`src/rtl/bsm_pkg.sv`:
```
// ----------------------------------------------------------------------------
// bsm_pkg
// Shared types and constants of the bank switch mapper: request and target
// codes, the beat layouts and the work RAM geometry.
// ----------------------------------------------------------------------------
package bsm_pkg;

    localparam int WORK_RAM_BYTES = 8192;
    localparam int MAX_PRG_BANKS  = 64;
    localparam int RAM_AW         = $clog2(WORK_RAM_BYTES);

    // Reset value of the PRG bank count register.
    localparam logic [6:0] PRG_BANK_COUNT_RST = 7'd64;

    typedef enum logic [2:0] {
        REQ_CPU_WRITE = 3'd0,
        REQ_CPU_READ  = 3'd1,
        REQ_PPU_READ  = 3'd2,
        REQ_LINE_TICK = 3'd3,
        REQ_IRQ_ACK   = 3'd4
    } t_req;

    typedef enum logic [1:0] {
        TGT_NONE = 2'd0,
        TGT_PRG  = 2'd1,
        TGT_RAM  = 2'd2,
        TGT_CHR  = 2'd3
    } t_target;

    // Upper three CPU address bits: the 8 KB window of an access.
    typedef enum logic [2:0] {
        WIN_RAM   = 3'd3,
        WIN_BANK  = 3'd4,
        WIN_MIRR  = 3'd5,
        WIN_LINE  = 3'd6,
        WIN_IRQ   = 3'd7
    } t_window;

    typedef struct packed {
        logic [2:0]  req_type;
        logic [15:0] bus_addr;
        logic [7:0]  write_data;
    } t_req_beat;

    // Result of one item apart from the work RAM byte.
    typedef struct packed {
        t_target     target;
        logic [18:0] mapped_addr;
        logic        irq_pending;
        logic        mirror_horizontal;
    } t_meta;

    typedef struct packed {
        logic              we;
        logic              re;
        logic [RAM_AW-1:0] addr;
        logic [7:0]        wdata;
    } t_ram_cmd;

endpackage

```
`src/rtl/bsm_ctrl.sv`:
```
// ----------------------------------------------------------------------------
// bsm_ctrl
// Mapper register file and scanline counter. Decodes each accepted item,
// updates the registers, works out the ROM mapping and issues the work RAM
// access.
// ----------------------------------------------------------------------------
module bsm_ctrl (
    input  logic                i_clk,
    input  logic                i_rst_n,
    input  logic                i_accept,
    input  bsm_pkg::t_req_beat  i_req,
    input  logic [6:0]          i_bank_count,
    output bsm_pkg::t_meta      o_meta,
    output bsm_pkg::t_ram_cmd   o_ram
);

    logic [7:0] r_bank [8];
    logic [2:0] r_tgt_idx;
    logic       r_prg_swap;
    logic       r_chr_inv;
    logic       r_mirror;
    logic [7:0] r_line_cnt;
    logic [7:0] r_line_rld;
    logic       r_irq_en;
    logic       r_irq_flag;

    logic [2:0] n_tgt_idx;
    logic       n_prg_swap;
    logic       n_chr_inv;
    logic       n_mirror;
    logic [7:0] n_line_cnt;
    logic [7:0] n_line_rld;
    logic       n_irq_en;
    logic       n_irq_flag;
    logic       bank_we;

    logic [15:0] addr;
    logic [7:0]  wdata;
    logic        odd;
    logic [2:0]  win;
    logic [6:0]  n_banks;
    logic [1:0]  slot;
    logic [5:0]  prg_bank;
    logic [18:0] prg_addr;
    logic [12:0] chr_off;
    logic [7:0]  chr_reg;
    logic [18:0] chr_addr;
    logic [7:0]  cnt_after;

    assign addr  = i_req.bus_addr;
    assign wdata = i_req.write_data;
    assign odd   = addr[0];
    assign win   = addr[15:13];

    // PRG mapping, live from the registers.
    always_comb begin
        if (i_bank_count < 7'd2) begin
            n_banks = 7'd2;
        end else if (32'(i_bank_count) > bsm_pkg::MAX_PRG_BANKS) begin
            n_banks = 7'(bsm_pkg::MAX_PRG_BANKS);
        end else begin
            n_banks = i_bank_count;
        end
        slot = addr[14:13];
        if (slot == 2'd1) begin
            prg_bank = r_bank[7][5:0];
        end else if (slot == 2'd3) begin
            prg_bank = 6'(n_banks - 7'd1);
        end else if ((slot == 2'd0) == (r_prg_swap == 1'b0)) begin
            prg_bank = r_bank[6][5:0];
        end else begin
            prg_bank = 6'(n_banks - 7'd2);
        end
        prg_addr = {prg_bank, addr[12:0]};
    end

    // CHR mapping: two 2 KB banks in one 4 KB half, four 1 KB banks in the other.
    always_comb begin
        chr_off = addr[12:0] ^ {r_chr_inv, 12'd0};
        if (!chr_off[12]) begin
            chr_reg  = r_bank[{2'd0, chr_off[11]}];
            chr_addr = {1'b0, chr_reg[7:1], chr_off[10:0]};
        end else begin
            chr_reg  = r_bank[3'd2 + {1'b0, chr_off[11:10]}];
            chr_addr = {1'b0, chr_reg, chr_off[9:0]};
        end
    end

    assign cnt_after = (r_line_cnt == 8'd0) ? r_line_rld : r_line_cnt - 8'd1;

    always_comb begin
        n_tgt_idx  = r_tgt_idx;
        n_prg_swap = r_prg_swap;
        n_chr_inv  = r_chr_inv;
        n_mirror   = r_mirror;
        n_line_cnt = r_line_cnt;
        n_line_rld = r_line_rld;
        n_irq_en   = r_irq_en;
        n_irq_flag = r_irq_flag;
        bank_we    = 1'b0;
        o_ram      = '0;
        o_ram.addr  = bsm_pkg::RAM_AW'(32'(addr[12:0]) % bsm_pkg::WORK_RAM_BYTES);
        o_ram.wdata = wdata;
        o_meta.target      = bsm_pkg::TGT_NONE;
        o_meta.mapped_addr = '0;
        case (i_req.req_type)
            bsm_pkg::REQ_CPU_WRITE: begin
                case (win)
                    bsm_pkg::WIN_RAM: begin
                        o_ram.we = i_accept;
                    end
                    bsm_pkg::WIN_BANK: begin
                        if (!odd) begin
                            n_tgt_idx  = wdata[2:0];
                            n_prg_swap = wdata[6];
                            n_chr_inv  = wdata[7];
                        end else begin
                            bank_we = 1'b1;
                        end
                    end
                    bsm_pkg::WIN_MIRR: begin
                        if (!odd) begin
                            n_mirror = wdata[0];
                        end
                    end
                    bsm_pkg::WIN_LINE: begin
                        if (!odd) begin
                            n_line_rld = wdata;
                        end else begin
                            n_line_cnt = 8'd0;
                        end
                    end
                    bsm_pkg::WIN_IRQ: begin
                        if (!odd) begin
                            n_irq_en   = 1'b0;
                            n_irq_flag = 1'b0;
                        end else begin
                            n_irq_en = 1'b1;
                        end
                    end
                    default: begin
                    end
                endcase
            end
            bsm_pkg::REQ_CPU_READ: begin
                if (addr[15]) begin
                    o_meta.target      = bsm_pkg::TGT_PRG;
                    o_meta.mapped_addr = prg_addr;
                end else if (win == bsm_pkg::WIN_RAM) begin
                    o_meta.target = bsm_pkg::TGT_RAM;
                    o_ram.re      = i_accept;
                end
            end
            bsm_pkg::REQ_PPU_READ: begin
                if (addr[15:13] == 3'd0) begin
                    o_meta.target      = bsm_pkg::TGT_CHR;
                    o_meta.mapped_addr = chr_addr;
                end
            end
            bsm_pkg::REQ_LINE_TICK: begin
                n_line_cnt = cnt_after;
                if (cnt_after == 8'd0 && r_irq_en) begin
                    n_irq_flag = 1'b1;
                end
            end
            bsm_pkg::REQ_IRQ_ACK: begin
                n_irq_flag = 1'b0;
            end
            default: begin
            end
        endcase
        o_meta.irq_pending       = n_irq_flag;
        o_meta.mirror_horizontal = n_mirror;
    end

    always_ff @(posedge i_clk) begin
        if (!i_rst_n) begin
            for (int i = 0; i < 8; i++) begin
                r_bank[i] <= 8'd0;
            end
            r_tgt_idx  <= 3'd0;
            r_prg_swap <= 1'b0;
            r_chr_inv  <= 1'b0;
            r_mirror   <= 1'b1;
            r_line_cnt <= 8'd0;
            r_line_rld <= 8'd0;
            r_irq_en   <= 1'b0;
            r_irq_flag <= 1'b0;
        end else if (i_accept) begin
            if (bank_we) begin
                r_bank[r_tgt_idx] <= wdata;
            end
            r_tgt_idx  <= n_tgt_idx;
            r_prg_swap <= n_prg_swap;
            r_chr_inv  <= n_chr_inv;
            r_mirror   <= n_mirror;
            r_line_cnt <= n_line_cnt;
            r_line_rld <= n_line_rld;
            r_irq_en   <= n_irq_en;
            r_irq_flag <= n_irq_flag;
        end
    end

endmodule

```
`config.mk`:
```
export PLATFORM = sky130hd
export DESIGN_NAME = bsm_ctrl
export DESIGN_NICKNAME = d
export VERILOG_FILES = /design/src/rtl/bsm_pkg.sv /design/src/rtl/bsm_ctrl.sv
export SDC_FILE = /design/constraint.sdc
export NUM_CORES = 1
export LEC_CHECK = 0
export ABC_AREA = 1
export BUFFER_PORTS_ARGS = -buffer_cell sky130_fd_sc_hd__buf_2
export CAP_MARGIN = 20
export CORE_MARGIN = 4
export CORE_UTILIZATION = 39
export CTS_CLUSTER_SIZE = 25
export DETAILED_ROUTE_END_ITERATION = 7
export HOLD_SLACK_MARGIN = 0.03
export PLACE_DENSITY_LB_ADDON = 0.15
export SYNTH_ARGS = -nofsm -noshare
export SYNTH_HDL_FRONTEND = slang
export SYNTH_SLANG_ARGS = --single-unit
```
`constraint.sdc`:
```
create_clock -name i_clk -period 2 [get_ports i_clk]
set_input_delay 0.2 -clock i_clk [delete_from_list [all_inputs] [get_ports i_clk]]
set_output_delay 0.2 -clock i_clk [all_outputs]
set_load 0.05 [all_outputs]
```
==> results of run 1 <==
## where the power goes
| group | switching, W | internal, W |
|---|---|---|
| Combinational | 0.000387 | 0.000155 |
| Clock | 0.000689 | 0.00109 |
| Sequential | 0.0000168 | 0.00185 |
## metal layers
metal | vias up | track usage, %
met2 | 93 | 29.5
li1 | 2054 | -
met5 | - | 0
met3 | 20 | 2.52
met4 | 0 | 6.50
met1 | 1898 | 25.7
## sequential cells by signal, summed over array words and instances (netlist names)
signal,count
r_chr_inv,1
r_irq_en,1
r_tgt_idx,3
r_bank,58
r_line_rld,8
r_prg_swap,1
r_mirror,1
r_irq_flag,1
r_line_cnt,8
## final cells by class
| type | instances | area (um^2) | area share (%) |
|---|---|---|---|
| clock buffer | 9 | 225 | 3.86 |
| clock inverter | 7 | 93.8 | 1.61 |
| inverter | 72 | 280 | 4.81 |
| multi-input combinational | 391 | 2100 | 36.1 |
| sequential | 82 | 2230 | 38.3 |
| tap | 143 | 179 | 3.07 |
| timing repair buffer | 113 | 718 | 12.3 |
## worst max-delay path, cell delays in order, from the launching register on
cell,delay (ns)
dfxtp_4,0.36
inv_4,0.06
ha_4,0.15
nand2_8,0.07
nor2_8,0.16
inv_4,0.07
nand2_2,0.07
nand2_2,0.05
clkinv_1,0.04
nand2_1,0.04
nor2_1,0.09
nand3_1,0.08
nand2_1,0.08
nand2_2,0.06
inv_2,0.06
buf_8,0.13
## what timing repair did
| action | in CTS | in global routing |
|---|---|---|
| pin swaps | 10 | 14 |
| setup buffers | 4 | 5 |
| resized for setup | 33 | 42 |
| gates cloned | 1 | 0 |
| setup endpoints to repair | 6 | 20 |
| hold endpoints to repair | 0 | 0 |
## stage by stage
stage / setup TNS [ns] / setup WS [ns] / instances
CTS: -0.134 / -0.134 / 812
global placement: -0.0262 / -0.0262 / 791
global route: -0.243 / -0.231 / 817
finish: -0.106 / -0.106 / 817
floorplan: 0 / 0.0110 / 576
detailed placement: -0.239 / -0.0924 / 791
## cells by family (layout without fill, tap and decap cells)
family | count (synthesis) | after routing | share of synthesized area [%]
DFF | 82 | 82 | 48.0
xor gates and xnor gates | 7 | 7 | 1.32
adders and majority gates | 5 | 5 | 1.35
buffers and inverters | 104 | 201 | 10.4
AOI/OAI and AO/OA | 105 | 105 | 12.5
and+or+nand+nor | 273 | 274 | 26.5
## final timing paths
check | startpoint | endpoint | slack, ns
max reg2reg | r_line_cnt[1] | r_irq_flag | 0.34
min | i_accept | r_irq_flag | 0.17
max | r_line_cnt[1] | o_meta[1] | -0.11
min reg2reg | r_line_rld[3] | r_line_rld[3] | 0.45
## cells in the final DEF, fill, tap and decap left out, types with 9 or more instances in the layout
cell	Yosys	final
a21oi_1	29	29
buf_2	1	74
buf_4	23	29
clkbuf_16	0	9
clkinv_1	7	9
dfxtp_1	24	19
edfxtp_1	58	58
inv_1	63	59
nand2_1	108	97
nand2_2	3	12
nand2_4	9	10
nand3_1	19	17
nor2_1	123	115
o21ai_0	49	43
==> key figures, run 1 <==
Routing
  • Routed vias/inst: roughly 5.0
  • Met2 wire len: 6140 um
  • Routed via count: 4065
  • Average wire per standard cell: between 15 and 20 um
  • Max Used Layer: met4
  • DRT iter0 DRCs: about 290
  • DRC: 0
  • Post-Route M1 WL: between 5000 and 6000 um
  • Routed WL: roughly 13000 um
  • Pre-antenna DRT Iters: 4
  • Antenna-violating nets left: 0
  • Metal3 WL: ~520 um

Power
  • Max IR drop VDD: slightly above 0.4 mV
  • Power, Total: around 0.0042 W
  • Leakage: roughly 2.8 nW
  • Pwr dens: ~720 nW/um^2

Synth
  • Synth Cell Area: ~4600 um^2
  • Number of synthesized flops with an enable pin: 58
  • Count leader, synth: nor2_1
  • Syn nets: slightly above 600
  • Area leader, netlist: edfxtp_1
  • Distinct cells, synth: 37
  • Synth Flop Type: edfxtp_1
  • Synth top cells by count: nor2_1, nand2_1, inv_1
  • Asr flop ratio synth: 0%
  • Post-synth top area share: a little under two fifths
  • Syn_area_per_cell: ~8.0 um^2
  • Synth warnings: 0
  • Synth area leaders: edfxtp_1, dfxtp_1, nor2_1
  • Yosys reg bits: 82
  • Sequential area share after synthesis: roughly 48%
  • Mapped Cells: between 500 and 600

Clock network
  • CTS tree: built
  • Clock root cell: clkbuf_16
  • Sinks on Clock Net: 82
  • Clk slew on worst S/H paths: around 0.060 ns
  • Clock tree buffer depth: 2
  • Worst skew pair latency: 0.34 ns
  • H-Tree Level Count: 3
  • Total CTS buffers: 9
  • Post-CTS Hold Buffers: 0

Final layout
  • Final Net Count: 711
  • ANT cells: 0
  • Number of fill cells in the layout: about 1100
  • Fraction of layout instances using a drive strength above 1: between 20 and 30%
  • Post-route core utilization: slightly above 50%
  • P&R area growth vs syn: 25.9%
  • Final Cell Area: between 5000 and 6000 um^2

STA
  • Final min period: about 2.1 ns
  • Hold_ws: 0.172 ns
  • RSZ-0062 raised after global routing: true
  • Fmax: about 470 MHz
  • Final WS setup: -0.106 ns
  • Final hold vios: 0
  • Slew @ Worst Pin: about 0.56 ns
  • Max-slew headroom: a little over three fifths
  • Setup violations, final: 1
  • Final Cycle Share: 105%
  • Skew final: around 0.0044 ns
  • Final Max Slew Viols: 0

Setup path
  • R2R depth: 15
  • Worst EP required: between 1.5 and 2 ns
  • CP Launch Type: flip-flop
  • Worst-path maximum fanout: 6
  • Crit. End Element: primary output
  • CP Class: flip-flop to primary output
  • CP arrival: between 1.5 and 2 ns

Global route
  • Congestion Overflow GR: 0
  • Pin count of the biggest net entering global routing: 25
  • Initial antenna violation count: 0
  • Global-route wire length before repair: about 19000 um
  • Vias in the first global route: around 3900
  • Tot GR Track Use: 18.5%

Placed design
  • Global placer's final weighted congestion: around 0.9
  • DPL Wire Length: between 9000 and 10000 um
  • Port bufs: 82
  • Placed Area: 5200 um^2

Die
  • Row count: 39
  • DIE AREA: 13700 um^2
  • Die H: ~120 um
  • Initial Utilization: about two fifths
  • I/O pins: 83
  • Die span in x: around 120 um
  • Core Footprint: 11500 um^2

Run
  • Max cap viols: 0

Status
  • Outcome: finished, violations left
  • Failing checks: negative setup slack

Hold path
  • Hold path depth: 2
  • Worst hold path class: input pin to flip-flop
Note: power is estimated with default switching activity, not from simulation.
==> run 2, diff against run 1 <==
--- a/config.mk
+++ b/config.mk
@@ -8,12 +8,16 @@
 export ABC_AREA = 1
 export BUFFER_PORTS_ARGS = -buffer_cell sky130_fd_sc_hd__buf_2
 export CAP_MARGIN = 20
+export CELL_PAD_IN_SITES_DETAIL_PLACEMENT = 1
+export CELL_PAD_IN_SITES_GLOBAL_PLACEMENT = 1
+export CORE_ASPECT_RATIO = 1.5
 export CORE_MARGIN = 4
 export CORE_UTILIZATION = 39
 export CTS_CLUSTER_SIZE = 25
 export DETAILED_ROUTE_END_ITERATION = 7
 export HOLD_SLACK_MARGIN = 0.03
 export PLACE_DENSITY_LB_ADDON = 0.15
+export SETUP_SLACK_MARGIN = 0.05
 export SYNTH_ARGS = -nofsm -noshare
 export SYNTH_HDL_FRONTEND = slang
 export SYNTH_SLANG_ARGS = --single-unit
==> key figures, run 2 (synthesis results as in run 1) <==
Status
  • Outcome: finished, violations left
  • Failing checks: negative setup slack

STA
  • Setup violations, final: 1 (unchanged)
  • Final min period: 2.23 ns (+0.128 ns)
  • Slew @ Worst Pin: 0.463 ns (-0.0966 ns)
  • Final Cycle Share: 112% (+6.4 points)
  • Fmax: 448 MHz (-5.7%)
  • Final WS setup: -0.234 ns (-0.128 ns)
  • Final hold vios: 0 (unchanged)
  • RSZ-0062 raised after global routing: true
  • Final Max Slew Viols: 0 (unchanged)
  • Skew final: 0.00932 ns (+0.00490 ns)
  • Max-slew headroom: 68.8% (+6.3 points)

Routing
  • DRC: 0 (unchanged)
  • Routed vias/inst: 5.03 (+1.1%)
  • Pre-antenna DRT Iters: 4 (unchanged)
  • Routed via count: 4247 (+4.5%)
  • Average wire per standard cell: 17.0 um (+9.5%)
  • Antenna-violating nets left: 0 (unchanged)
  • DRT iter0 DRCs: 145 (-50%)
  • Routed WL: 14300 um (+13%)

Final layout
  • Fraction of layout instances using a drive strength above 1: 31.6% (+2.9 points)
  • Commonest non-fill, non-tap cell in the layout: nor2_1
  • Max reg flops: 58 (unchanged)
  • Post-route core utilization: 52.3% (+1.6 points)
  • Biggest registers after layout: r_bank x58, r_line_cnt x8, r_line_rld x8
  • P&R area growth vs syn: 30.9%
  • Most frequent cells in the layout: nor2_1, nand2_1, buf_2, inv_1, edfxtp_1
  • Top reg by flops: r_bank
  • Final Net Count: 732 (+3.0%)
  • Fin cells: 844 (+3.3%)
  • ANT cells: 0 (unchanged)

Placed design
  • Pre-CTS setup slack: -0.124 ns (-0.0319 ns)
  • Placed cells: 818 (+3.4%)
  • DPL Wire Length: 10800 um (+16%)
  • Port bufs: 82 (unchanged)
  • Global placer's final weighted congestion: 0.808 (-11%)

Setup path
  • RR Endpoint: r_irq_flag
  • CP max stage cell: dfxtp_2
  • CP bufs+invs: 5 (unchanged)
  • CP arrival: 2.03 ns (+0.12 ns)
  • Crit-path cells: inv_2 -> ha_4 -> nand2_4 -> nor2_8 -> inv_4 -> buf_4 -> nand2_1 -> o21a_1 -> nand3_1 -> nand2_1 -> nand2_2 -> inv_2 -> buf_8
  • Worst EP required: 1.80 ns (about the same)
  • Worst r2r src: r_line_cnt[0]
  • Number of cells on the critical path: 13 (-2)
  • Worst-path maximum fanout: 8 (+2)
  • Peak per-stage delay on the critical path: 0.34 ns (-0.02 ns)
  • Flop2flop setup slack: 0.21 ns (-0.13 ns)
  • R2R depth: 13 (-2)
  • CP Launch Type: flip-flop
  • CP Class: flip-flop to primary output
  • Crit. End Element: primary output
  • Delay-heaviest family, CP: simple AND/OR/NAND/NOR gates

Global route
  • GR Layer Usage met3: 3.79% (+1.3 points)
  • Pin count of the biggest net entering global routing: 25 (unchanged)
  • GRT busiest layer: met2
  • Vias in the first global route: 4512 (+17%)
  • M1 GR Usage: 22.2% (-3.5 points)
  • Initial antenna violation count: 0 (unchanged)
  • Congestion Overflow GR: 0 (unchanged)
  • Global-route wire length before repair: 22700 um (+17%)
  • GR Util met2: 41.6% (+12 points)
  • Tot GR Track Use: 21.0% (+2.5 points)

Hold path
  • Worst hold path class: input pin to flip-flop
  • Worst Hold Launch: i_accept
  • Hold path depth: 2 (unchanged)
  • Hold EP: r_irq_flag

Power
  • Leakage: 2.87 nW (+3.9%)
  • Pwr dens: 674 nW/um^2 (-6.2%)
  • Max IR drop VDD: 0.384 mV (-5.7%)
  • Sequential share of power: 45.7% (+1.1 points)
  • Internal power: 0.00300 W (-3.1%)
  • Clock group share of total power: 39.6% (-2.9 points)
  • Gate power share: 14.7% (+1.8 points)
  • Sw Pwr: 0.00108 W (-0.90%)
  • Sw Share: 26.5% (+0.44 points)

Die
  • Die span in x: 97.0 um (-17%)
  • Row count: 48 (+23%)
  • Core Footprint: 11600 um^2 (+0.65%)
  • Initial Utilization: 40.0% (-0.26 points)
  • I/O pins: 83 (unchanged)
  • Die H: 141 um (+21%)
  • DIE AREA: 13700 um^2 (+0.26%)

Clock network
  • Total CTS buffers: 9 (unchanged)
  • Clock root cell: clkbuf_16
  • Sinks on Clock Net: 82 (unchanged)
  • Clk slew on worst S/H paths: 0.06 ns (about the same)
  • H-Tree Level Count: 3 (unchanged)
  • Clock tree buffer depth: 2 (unchanged)
  • Worst skew pair latency: 0.34 ns (about the same)
  • CTS tree: built
  • Post-CTS Hold Buffers: 0 (unchanged)

Run
  • Max cap viols: 0 (unchanged)
run 2: cell count changes in the layout (fill, tap and decap cells not counted), sizes merged:
| cell | previous run | this run |
|---|---|---|
| inv | 65 | 66 |
| clkbuf | 10 | 11 |
| clkinv | 12 | 10 |
| buf | 112 | 134 |
| nor2 | 130 | 129 |
| bufinv | 2 | 1 |
run 2: per-layer routing:
layer	up-vias	wire, um
met5	-	0
met4	0	264
met3	18	494
met2	88	8240
met1	2045	5310
li1	2096	-
run 2: area by class of cell:
class	instances	area, um^2
Fill cell	1438	5530
Sequential cell	82	2230
Inverter	72	280
Timing Repair Buffer	135	915
Clock buffer	10	229
Clock inverter	5	56.3
Tap cell	150	188
Multi-Input combinational cell	390	2160
run 2: power groups by stage:
stage                     registers, W  clock network (W)  logic [W]
after CTS                      0.00187            0.00164   0.000553
after floorplan                0.00190                  0   0.000360
after detailed placement       0.00191                  0   0.000535
after global placement         0.00190                  0   0.000522
final                          0.00187            0.00162   0.000601
after global routing           0.00187            0.00171   0.000653
run 2: worst max path at each step:
stage                          startpoint    endpoint
after detailed placement  i_bank_count[1]  o_meta[20]
after CTS                   r_line_cnt[1]   o_meta[1]
final                       r_line_cnt[0]   o_meta[1]
after global placement      r_line_cnt[0]   o_meta[1]
after floorplan                 i_req[26]  o_meta[12]
after global routing        r_line_cnt[2]   o_meta[1]
run 2: through the flow:
stage | hold slack [ns] | total power [W] | instance area (um^2) | setup TNS, ns
after CTS | 0.182 | 0.00407 | 5810 | -0.238
final | 0.193 | 0.00409 | 6060 | -0.234
after detailed placement | 0.450 | 0.00244 | 5360 | -0.857
after floorplan | 0.338 | 0.00226 | 4630 | 0
after global routing | 0.206 | 0.00423 | 6060 | -0.377
after global placement | 0.442 | 0.00243 | 5360 | -0.0268
run 2: repair_timing:
item	4_1_cts	5_1_grt
gates resized for setup	41	56
setup endpoints to repair	21	18
buffers inserted	4	7
pin swaps	13	23
